==> config.mk <==
export PLATFORM = sky130hd
export DESIGN_NAME = lavm_rows
export DESIGN_NICKNAME = d
export VERILOG_FILES = /design/src/rtl/core/lavm_pkg.sv /design/src/rtl/core/lavm_rows.sv
export SDC_FILE = /design/constraint.sdc
export NUM_CORES = 1
export LEC_CHECK = 0
export BUFFER_PORTS_ARGS = -buffer_cell sky130_fd_sc_hd__clkbuf_2
export CAP_MARGIN = 10
export CORE_MARGIN = 8
export CORE_UTILIZATION = 40
export CTS_BUF_LIST = sky130_fd_sc_hd__clkbuf_16
export DETAILED_ROUTE_END_ITERATION = 10
export PLACE_DENSITY = 0.67
export SLEW_MARGIN = 30
export SYNTH_ARGS = -nofsm -noshare
export SYNTH_HDL_FRONTEND = slang
export SYNTH_SLANG_ARGS = --single-unit
==> constraint.sdc <==
create_clock -name clock -period 14.11 [get_ports clock]
set_input_delay 2.1165 -clock clock [delete_from_list [all_inputs] [get_ports clock]]
set_output_delay 2.1165 -clock clock [all_outputs]
set_load 0.02 [all_outputs]
==> src/rtl/core/lavm_pkg.sv <==
// shared types and constants for the look-at view matrix unit
package lavm_pkg;

   localparam int FRAC_BITS = 30;
   localparam int NORM_LAT  = 23;
   localparam int SQRT_LAT  = 8;
   localparam int ROOT_BITS = 32;
   localparam int SQRT_PER  = ROOT_BITS / SQRT_LAT;
   localparam int DIV_LAT   = 8;
   localparam int QUO_BITS  = 32;
   localparam int DIV_PER   = QUO_BITS / DIV_LAT;

   localparam logic REG_NORMAL_MODE = 1'b0;

   typedef enum logic [1:0] {
      ROW_RIGHT = 2'd0,
      ROW_UP    = 2'd1,
      ROW_VIEW  = 2'd2
   } row_sel_type;

   typedef struct packed {
      logic signed [31:0] x;
      logic signed [31:0] y;
      logic signed [31:0] z;
   } vec32_type;

   typedef struct packed {
      vec32_type [2:0]   axis;
      logic [2:0][31:0]  trans;
      logic              degenerate;
   } item_type;

endpackage

==> src/rtl/core/lavm_rows.sv <==
// result buffer that hands out the three matrix rows of one camera
module lavm_rows import lavm_pkg::*; (
   input  logic               clock,
   input  logic               reset,
   input  logic               in_valid,
   input  item_type           in_item,
   output logic               in_ready,
   input  logic               rsp_stall,
   output logic               rsp_valid,
   output logic [1:0]         rsp_row_index,
   output logic signed [31:0] rsp_col_x,
   output logic signed [31:0] rsp_col_y,
   output logic signed [31:0] rsp_col_z,
   output logic signed [31:0] rsp_translation,
   output logic               rsp_degenerate,
   output logic               rsp_last_row
);

   logic        busy_ff, busy_in;
   row_sel_type row_ff, row_in;
   item_type    item_ff;
   logic        xfer, done, load;
   vec32_type   sel_axis;
   logic [31:0] sel_trans;

   assign xfer     = busy_ff && !rsp_stall;
   assign done     = xfer && (row_ff == ROW_VIEW);
   assign in_ready = !busy_ff || done;
   assign load     = in_valid && in_ready;

   always_comb begin
      busy_in = busy_ff;
      row_in  = row_ff;
      if (load) begin
         busy_in = 1'b1;
         row_in  = ROW_RIGHT;
      end else if (done) begin
         busy_in = 1'b0;
      end else if (xfer) begin
         case (row_ff)
            ROW_RIGHT: row_in = ROW_UP;
            ROW_UP:    row_in = ROW_VIEW;
            default:   row_in = ROW_RIGHT;
         endcase
      end
   end

   always_ff @(posedge clock) begin
      if (reset) begin
         busy_ff <= 1'b0;
         row_ff  <= ROW_RIGHT;
      end else begin
         busy_ff <= busy_in;
         row_ff  <= row_in;
      end
   end

   always_ff @(posedge clock) begin
      if (load) begin
         item_ff <= in_item;
      end
   end

   always_comb begin
      case (row_ff)
         ROW_RIGHT: begin
            sel_axis  = item_ff.axis[0];
            sel_trans = item_ff.trans[0];
         end
         ROW_UP: begin
            sel_axis  = item_ff.axis[1];
            sel_trans = item_ff.trans[1];
         end
         ROW_VIEW: begin
            sel_axis  = item_ff.axis[2];
            sel_trans = item_ff.trans[2];
         end
         default: begin
            sel_axis  = item_ff.axis[0];
            sel_trans = item_ff.trans[0];
         end
      endcase
   end

   assign rsp_valid       = busy_ff;
   assign rsp_row_index   = row_ff;
   assign rsp_col_x       = sel_axis.x;
   assign rsp_col_y       = sel_axis.y;
   assign rsp_col_z       = sel_axis.z;
   assign rsp_translation = sel_trans;
   assign rsp_degenerate  = item_ff.degenerate;
   assign rsp_last_row    = (row_ff == ROW_VIEW);

endmodule

## Word level (Yosys, flattened, before mapping)

Cells that the tools add are included.

| operators by class | value |
|---|---|
| equality and inequality tests | 2 |
| mux-type cells | 5 |
| bitwise operators | 1 |
| reductions and logical operators | 10 |

Operators by type and width:

| operator | count |
|---|---|
| 96-bit one-hot mux with 2 select lines | 1 |
| 32-bit one-hot mux with 2 select lines | 1 |
| 2-bit one-hot mux with 2 select lines | 1 |
| 1-bit logical AND | 3 |
| 2-bit by 1-bit equality test with 1-bit output, second input constant | 1 |
| 2-bit equality test, second input constant | 1 |
| 1-bit logical NOT | 2 |
| 2-bit logical NOT | 1 |
| 1-bit two-way mux | 2 |
| 2-bit AND reduction | 1 |
| 2-bit nonzero test | 1 |
| 2-bit OR reduction | 1 |
| 1-bit logical OR | 1 |
| 1-bit inverter | 1 |

| word-level totals | value |
|---|---|
| register bits after elaboration | 388 |
| input port bits | 389 |
| output and inout port bits | 134 |
| word-level logic and storage cells | 33 |

## Longest topological paths before layout

Gate-level depths: netlist of the first run.

| logic depth | value |
|---|---|
| depth in word-level cells | 6 |
| depth in mapped cells | 6 |
| gate-level depth less buffers | 5 |

## Worst setup path before layout of the first run

No wires, ideal clock.

| timing path | value |
|---|---|
| kind | input port to flip-flop |
| from | input port rsp_stall |
| to | register item_ff[100] (netlist name), enable pin |
| library setup time | 0.795 ns |
| arrival | 11.583 ns |
| slack | 1.732 ns |
| stages on the path | 2 |
| buffers on the path | 0 |
| path through | o21ai_0 -> and2_1 |

| on the way | value |
|---|---|
| longest elaborated chain between the ends | 5 |

Ends and longest elaborated chain:

| what | RTL line | source |
|---|---|---|
| from (decl) | lavm_rows.sv:8 | `input logic rsp_stall,` |
| 1-bit logical NOT | lavm_rows.sv:26 | `assign xfer = busy_ff && !rsp_stall;` |
| 1-bit logical AND | lavm_rows.sv:26 |  |
| 1-bit logical AND | lavm_rows.sv:27 | `assign done = xfer && (row_ff == ROW_VIEW);` |
| 1-bit logical OR | lavm_rows.sv:28 | `assign in_ready = !busy_ff \|\| done;` |
| 1-bit logical AND | lavm_rows.sv:29 | `assign load = in_valid && in_ready;` |
| to (signal assigned) | lavm_rows.sv:60 | `item_ff <= in_item;` |
| to (decl) | lavm_rows.sv:21 | `item_type item_ff;` |

No other way between the ends.
A chain may end at the register's enable or synchronous reset.

## Worst setup path after layout of the first run

| timing path | value |
|---|---|
| from | register row_ff[0], in the netlist rsp_row_index[0] |
| to | output port rsp_col_y[4] |

| on the way | value |
|---|---|
| longest elaborated chain between the ends | 2 |
| elaborated cells on any way between the ends | 3 |
| those cells by class | eq/ne (2); mux (1) |

Ends and longest elaborated chain:

| what | RTL line | source |
|---|---|---|
| from (decl) | lavm_rows.sv:20 | `row_sel_type row_ff, row_in;` |
| from (signal assigned) | lavm_rows.sv:54 | `row_ff <= row_in;` |
| 2-bit equality test / 2-bit by 1-bit equality test with 1-bit output (equally long branches) | lavm_rows.sv:65 | `case (row_ff)` |
| 96-bit one-hot mux with 2 select lines * | lavm_rows.sv:65 |  |
| to (decl) | lavm_rows.sv:12 | `output logic signed [31:0] rsp_col_y,` |

Mark *: on every way between the ends. The rest lies on a longest branch, timed or not.

==> qor.yml, run 1 <==
layout:
  final-seq-area_um2: 11620
  multi_input_area_um2: 2255
  fillers: 2965
  antenna_cells: 0
  area_growth_syn_to_layout_pct: 29.80
  fin_cells: 1854
  fin_util_pct: 52.33
  drive_above_1_share_pct: 41.92
  num-nets-final: 1757
  final_cell_mix: "clkbuf_2, edfxtp_1, a21oi_1"
  final_common_cell: "clkbuf_2"
timing:
  tightest_slew_ps: 903.6
  slew_violations: 0
  finalSetupViolations: 0
  fmax_ghz: 0.1807
  rsz0062_at_grt: "no"
  holdWs_ps: 615.9
  period_needed_ps: 5533
  slew_headroom_pct: 39.76
  fin_setup_tns_ps: 0
  timing.final.crit_share_pct: 39.21
  hold_viol: 0
  clock_skew_ps: 13.22
pwr:
  p_leak_nw: 7.218
  power_density_nw_per_um2: 140.6
  ir_worst_vdd_mv: 0.09722
clock_network:
  cts_root_buffer: "clkbuf_16"
  postCtsSetupBuffers: 0
  cts_buffers: 41
  insertion_delay_ps: 540
  cts_resized: 0
  cts_tree: "yes"
  clock-sinks: 388
  clk_path_buf_depth: 3
  cts_hold_buf: 0
  htree_num_levels: 2
  clk_pin_slew_worst_paths_ps: 60
synth:
  synth.distinct_cells: 17
  synth_area_um2: 14200
  ys_seq_area_share_pct: 81.84
  avgSynthCellArea_um2: 16.80
  yosys_warnings: 0
  synth.ff_latch_count: 388
  syn_nets: 1239
  synth_cells: 845
die:
  start_util_pct: 40.31
  die_height_um: 204.4
  die_width_um: 204.4
  rows: 69
  ios: 523
  core-area_um2: 35220
  dieArea_um2: 41790
grt:
  grt_pass1_wl_um: 55720
  antenna_found_initial: 1
  grt_overflow: 0
  gr-usage-all-layers_pct: 17.50
  first_global_vias: 9783
  grt_max_degree: 103
worst_setup_path:
  arrival_ps: 3420
  criticalPathCategory: "reg -> out"
  required_ps: 11990
  start_kind: "flop"
  reg2reg_setup_slack_ps: 10010
  critPathMaxFanout: 69
  end_kind: "output port"
drt:
  drtIter0Drc: 512
  drc: 0
  ant_nets: 0
  routedWlPerCell_um: 20.75
  via_per_inst: 4.998
  drt_wl_total_um: 38470
  num_vias: 9267
  drtPass1Iterations: 5
outcome:
  status: "finished, final reports clean"
run:
  drv_cap: 0
hold_path:
  min_path_type: "reg -> reg"
place:
  dp_cells: 1781
  finalWeightedCongestion: 0.8025
  io_buffers: 522
  dp_hpwl_um: 27320
[worst paths after layout]
kind / endpoint / depth (start not counted) / from
setup / recovery: rsp_col_y[4] / 6 / rsp_row_index[0]
hold / removal: rsp_row_index[0] / 2 / rsp_row_index[0]
setup reg to reg: item_ff[327] / 8 / rsp_row_index[0]
hold reg to reg: rsp_row_index[0] / 2 / rsp_row_index[0]
[metrics by stage]
| step | power (mW) | setup WS, ps | area, µm² |
|---|---|---|---|
| 2_1_floorplan | 1.525 | 1732 | 14200 |
| 3_3_place_gp | 1.616 | 8322 | 17140 |
| 3_5_place_dp | 1.623 | 8410 | 17170 |
| 4_1_cts | 2.621 | 8440 | 18420 |
| 5_1_grt | 2.685 | 8324 | 18430 |
| 6_report | 2.591 | 8577 | 18430 |
[state kept, by name (all words and copies together) (netlist names)]
register,flops
item_ff,384
rsp_degenerate,1
rsp_row_index,2
rsp_valid,1
[logic make-up after synthesis]
logic type               Yosys count  share of synthesized area [%]
AO/OA/AOI/OAI                    260                          11.45
adder cells (fa/ha/maj)            5                         0.4406
buffers and inverters             60                          2.564
flip-flops                       388                          81.84
multiplexers                       2                         0.1410
AND/OR/NAND/NOR                  130                          3.560
[synth_stat cells (all sizes together)]
master	number	area (µm²)
edfxtp	385	11560
a21oi	129	645.6
nor3b	1	18.77
dfxtp	3	60.06
mux2i	2	20.02
buf	46	311.5
clkbuf	10	37.54
and2	1	6.260
a22oi	128	960.9
inv	4	15.01
nor2	128	480.5
o21ai	1	5.000
ha	5	62.56
a211oi	2	15.01
[worst max-delay path, cell delays in order (launching register included)]
cell and delay, ps:
dfxtp_1 360, inv_1 200, ha_4 680, buf_4 760
a22oi_1 210, a21oi_1 270, clkbuf_2 260
[routing by layer]
| layer | track usage (%) | vias to the layer above | wire, µm |
|---|---|---|---|
| li1 | - | 4360 | - |
| met1 | 19.85 | 4409 | 14070 |
| met2 | 30.27 | 434 | 19800 |
| met3 | 5.579 | 62 | 3463 |
| met4 | 7.123 | 2 | 1122 |
| met5 | 0 | - | 8 |
[area by class of cell]
class	instances	share of cell area [%]
inverters	4	0.08146
multi-input cells	397	12.23
clock inverters	30	0.9368
repair buffers	531	14.73
well taps	461	3.129
flip-flops and latches	388	63.05
clock buffers	43	5.838
[report_power, final]
| part | leakage, nW | switching [mW] | internal (mW) |
|---|---|---|---|
| registers | 3.69 | 0.0170 | 1.35 |
| logic | 2.88 | 0.150 | 0.0832 |
| clock network | 0.651 | 0.412 | 0.582 |
| total | 7.22 | 0.580 | 2.01 |
No activity file was read; power rests on OpenSTA's default activity.
==> inputs of run 2 (changes only) <==
--- a/config.mk
+++ b/config.mk
@@ -11,7 +11,7 @@
 export CORE_UTILIZATION = 40
 export CTS_BUF_LIST = sky130_fd_sc_hd__clkbuf_16
 export DETAILED_ROUTE_END_ITERATION = 10
-export PLACE_DENSITY = 0.67
+export PLACE_DENSITY = 0.7
 export SLEW_MARGIN = 30
 export SYNTH_ARGS = -nofsm -noshare
 export SYNTH_HDL_FRONTEND = slang
==> constraint.sdc (replaced) <==
create_clock -name clock -period 4.5 [get_ports clock]
set_input_delay 0.675 -clock clock [delete_from_list [all_inputs] [get_ports clock]]
set_output_delay 0.675 -clock clock [all_outputs]
set_load 0.02 [all_outputs]
==> run 2 against run 1 <==
  * Cell area increased by 0.56%
  * Clock power increased to 3.0 times the previous value
  * Clock skew increased by 1.5 ps
  * Cell count increased by 0.54%
  * Sequential power increased to 3.1 times the previous value
  * Die area unchanged
  * Count of clock-buffer cells in the layout decreased by 1
  * Via count increased by 0.91%
  * Worst hold slack got worse by 310 ps
  * Sequential share of layout area decreased by 0.35 points
  * Flip-flop and latch count unchanged
==> qor.yml, run 2 (same netlist as run 1, synthesis figures left out) <==
outcome:
  status: "finished, final reports clean"
die:
  die_width_um: 204.4
  die_height_um: 204.4
  dieArea_um2: 41790
  core-area_um2: 35220
  ios: 523
  start_util_pct: 40.31
  rows: 69
timing:
  finalSetupViolations: 0
  tightest_slew_ps: 873.5
  period_needed_ps: 3572
  slew_headroom_pct: 41.76
  rsz0062_at_grt: "no"
  timing.final.crit_share_pct: 79.38
  fin_setup_tns_ps: 0
  hold_viol: 0
  slew_violations: 0
  holdWs_ps: 303.5
  clock_skew_ps: 14.77
  fmax_ghz: 0.2799
worst_setup_path:
  criticalPathCategory: "reg -> out"
  worst-path-stages: 6
  end_kind: "output port"
  slowest_delay_ps: 880
  critPathMaxFanout: 71
  slowest_stage: "ha_4"
  crit_buf_inv: 3
  crit_family: "adder cells"
  rr_worst_depth: 6
  arrival_ps: 2900
  start_kind: "flop"
  required_ps: 3830
  cp_cell_sequence: "inv_1 > ha_4 > buf_4 > nor2_1 > a21oi_1 > clkbuf_2"
hold_path:
  min_path_cells: 1
  min_path_type: "in -> reg"
layout:
  fillers: 2923
  final_common_cell: "clkbuf_2"
  final_cell_mix: "clkbuf_2, edfxtp_1, a21oi_1"
  largest_reg_flops: 384
  num-nets-final: 1770
  area_growth_syn_to_layout_pct: 30.52
  drive_above_1_share_pct: 42.72
  regMostFlops: "item_ff"
  final-seq-area_um2: 11620
  multi_input_area_um2: 2258
clock_network:
  postCtsSetupBuffers: 0
  clk_path_buf_depth: 3
  clk_pin_slew_worst_paths_ps: 60
  insertion_delay_ps: 540
  cts_root_buffer: "clkbuf_16"
  cts_buffers: 40
  cts_tree: "yes"
  cts_hold_buf: 0
  htree_num_levels: 2
  cts_resized: 0
  clock-sinks: 388
place:
  dp_hpwl_um: 29070
  io_buffers: 522
  finalWeightedCongestion: 0.8509
grt:
  grt_max_degree: 81
  grt_pass1_wl_um: 56940
  grt_overflow: 0
  antenna_found_initial: 2
  first_global_vias: 9847
  gr-usage-all-layers_pct: 17.90
pwr:
  ir_worst_vdd_mv: 0.3301
  power_density_nw_per_um2: 431.5
  finalPower_mw: 7.997
  p_leak_nw: 7.282
drt:
  routedWlPerCell_um: 21.18
  via_per_inst: 5.017
  drt_wl_total_um: 39480
  drtIter0Drc: 764
  ant_nets: 0
  drc: 0
  drtPass1Iterations: 5
  num_vias: 9351
run:
  drv_cap: 0
run 2: path summary, 6_finish.rpt:
check / from / end / slack [ps]
setup / recovery: rsp_row_index[0] / rsp_col_x[28] / 930
hold / removal: in_item[189] / item_ff[189] / 300
setup reg to reg: rsp_row_index[0] / item_ff[243] / 1830
hold reg to reg: rsp_valid / rsp_row_index[0] / 570
run 2: final cells by class:
type                            count  area share, %
Clock inverter                     26         0.6683
Sequential cell                   388          62.70
Multi-Input combinational cell    397          12.19
Tap cell                          461          3.112
Clock buffer                       42          5.671
Inverter                            4        0.08101
Timing Repair Buffer              545          15.57
Antenna cell                        1        0.01350
run 2: where the power goes:
part | switching [mW] | internal, mW | total, mW
Clock | 1.29 | 1.68 | 2.97
Sequential | 0.0566 | 4.22 | 4.27
Combinational | 0.479 | 0.275 | 0.755
run 2: per-stage QoR:
step / util (%) / std cells / worst slack (ps) / area [µm²]
4_1_cts: 52.61 / 1863 / 876.8 / 18530
6_report: 52.62 / 1864 / 927.9 / 18530
5_1_grt: 52.61 / 1863 / 678.3 / 18530
3_3_place_gp: 49.28 / 1795 / 1566 / 17360
2_1_floorplan: - / 845 / 91.39 / 14210
3_5_place_dp: 49.28 / 1795 / 1485 / 17360
run 2: routing by layer:
layer	vias up	global-route usage, %	part of all wire [%]
li1	4383	-	-
met1	4423	20.72	37
met2	487	30.46	51
met3	58	5.865	9.9
met4	0	7.046	2.8
met5	-	0	0
==> inputs of run 3 (changes only) <==
==> constraint.sdc (replaced) <==
create_clock -name clock -period 3.2 [get_ports clock]
set_input_delay 0.48 -clock clock [delete_from_list [all_inputs] [get_ports clock]]
set_output_delay 0.48 -clock clock [all_outputs]
set_load 0.02 [all_outputs]
==> run 3 against run 2 <==
  * Combinational power grew 43%
  * Sequential power grew 41%
  * Via count grew 1.9%
  * Routed wire length grew 3.1%
  * First-iteration DRC count shrank 9.2%
==> qor.yml, run 3 (same netlist as run 1, synthesis figures left out) <==
layout:
  largest_reg_flops: 384
  fin_area_um2: 18830
  num-nets-final: 1782
  final_cell_mix: "clkbuf_2, edfxtp_1, a21oi_1"
  final_common_cell: "clkbuf_2"
  area_growth_syn_to_layout_pct: 32.58
  regMostFlops: "item_ff"
  fin_cells: 1876
  fin_util_pct: 53.45
  drive_above_1_share_pct: 43.67
clock_network:
  htree_num_levels: 2
  insertion_delay_ps: 550
  clock-sinks: 388
  cts_hold_buf: 0
  cts_root_buffer: "clkbuf_16"
  postCtsSetupBuffers: 0
  cts_resized: 0
  cts_buffers: 42
  clk_path_buf_depth: 3
  clk_pin_slew_worst_paths_ps: 60
  cts_tree: "yes"
die:
  core-area_um2: 35220
  die_width_um: 204.4
  rows: 69
  dieArea_um2: 41790
  ios: 523
  die_height_um: 204.4
  start_util_pct: 40.31
timing:
  tightest_slew_ps: 614.6
  clock_skew_ps: 10.47
  slew_headroom_pct: 59.03
  slew_violations: 0
  holdWs_ps: 98.59
  rsz0062_at_grt: "no"
  fmax_ghz: 0.3389
  finalSetupViolations: 0
  period_needed_ps: 2951
  timing.final.crit_share_pct: 92.21
  hold_viol: 0
drt:
  routedWlPerCell_um: 21.69
  num_vias: 9531
  drtIter0Drc: 694
  ant_nets: 0
  drc: 0
  via_per_inst: 5.080
  drtPass1Iterations: 5
  drt_wl_total_um: 40690
pwr:
  ir_worst_vdd_mv: 0.4835
  sw_frac_of_total_pct: 22.25
  combPwrFrac_pct: 9.2
  power_frac_seq_pct: 51.5
  p_clk_share_pct: 39.2
  power_density_nw_per_um2: 619.7
  p_leak_nw: 7.404
  internal_power_mw: 9.070
  finalPower_mw: 11.67
  p_sw_mw: 2.596
worst_setup_path:
  rr_endpoint: "item_ff[156]"
  crit_start: "rsp_row_index[1]"
  end_kind: "output port"
  reg2reg_setup_slack_ps: 980
  r2r_start: "rsp_row_index[0]"
  required_ps: 2720
  criticalPathCategory: "reg -> out"
  arrival_ps: 2470
  critPathMaxFanout: 69
  endpoint: "rsp_col_y[21]"
  start_kind: "flop"
  rr_worst_depth: 6
grt:
  antenna_found_initial: 3
  grt_max_degree: 70
  grt_overflow: 0
  grt_pass1_wl_um: 58610
  first_global_vias: 10070
  gr-usage-all-layers_pct: 18.55
place:
  io_buffers: 522
  dpl_cell_area_um2: 17500
  dp_cells: 1803
  dp_hpwl_um: 29970
  finalWeightedCongestion: 0.8366
outcome:
  status: "finished, final reports clean"
hold_path:
  min_path_type: "in -> reg"
run:
  drv_cap: 0
==> run 3: changes by cell type in the layout (fill, tap and decap cells not counted), moves of 3 or more <==
| cell | previous run | this run |
|---|---|---|
| inv_1 | 17 | 12 |
| clkbuf_16 | 42 | 45 |
| buf_12 | 8 | 12 |
| bufinv_16 | 0 | 3 |
| buf_4 | 15 | 19 |
==> run 3: worst min-delay path by stage <==
stage,startpoint,end,slack [ps],cells past startpoint
6_report,in_item[300],item_ff[300],100,1
3_5_place_dp,rsp_valid,rsp_row_index[1],550,2
5_1_grt,in_item[298],item_ff[298],60,1
4_1_cts,in_item[204],item_ff[204],60,1
2_1_floorplan,reset,rsp_row_index[0],540,1
3_3_place_gp,rsp_valid,rsp_row_index[1],540,2
==> run 3: final cells by class <==
type | count | area [µm²]
diodes | 2 | 5.005
clock buffers | 45 | 1126
clock inverters | 24 | 172.7
fillers | 2890 | 16400
inverters | 4 | 17.52
multi-input cells | 397 | 2278
flip-flops and latches | 388 | 11630
well taps | 461 | 576.8
repair buffers | 555 | 3022
==> run 3: through the flow <==
step,setup WS (ps),TNS [ps]
finish,249.3,0
global placement,759.7,0
floorplan,-899.5,-346300
detailed placement,715.0,0
CTS,110.7,0
global route,53.97,0
==> run 3: metal layers <==
layer | routed length, µm | vias up | track usage (%)
li1 | - | 4407 | -
met1 | 14560 | 4484 | 20.92
met2 | 19900 | 550 | 30.70
met3 | 4691 | 88 | 7.624
met4 | 1529 | 2 | 8.125
met5 | 13 | - | 0
==> run 3: worst max-delay path, stage by stage, from the launching register on <==
cell and delay (ps):
dfxtp_4 380, inv_1 120, ha_4 500, buf_12 280, nor2_1 100, a21oi_1 220, clkbuf_2 220
==> run 3: power groups by stage <==
stage / clock network (mW) / logic (mW) / registers, mW
floorplan: 0 / 0.521 / 6.12
global placement: 0 / 1.06 / 6.11
detailed placement: 0 / 1.08 / 6.12
CTS: 4.70 / 1.09 / 6.01
global route: 4.88 / 1.17 / 6.03
finish: 4.58 / 1.08 / 6.01
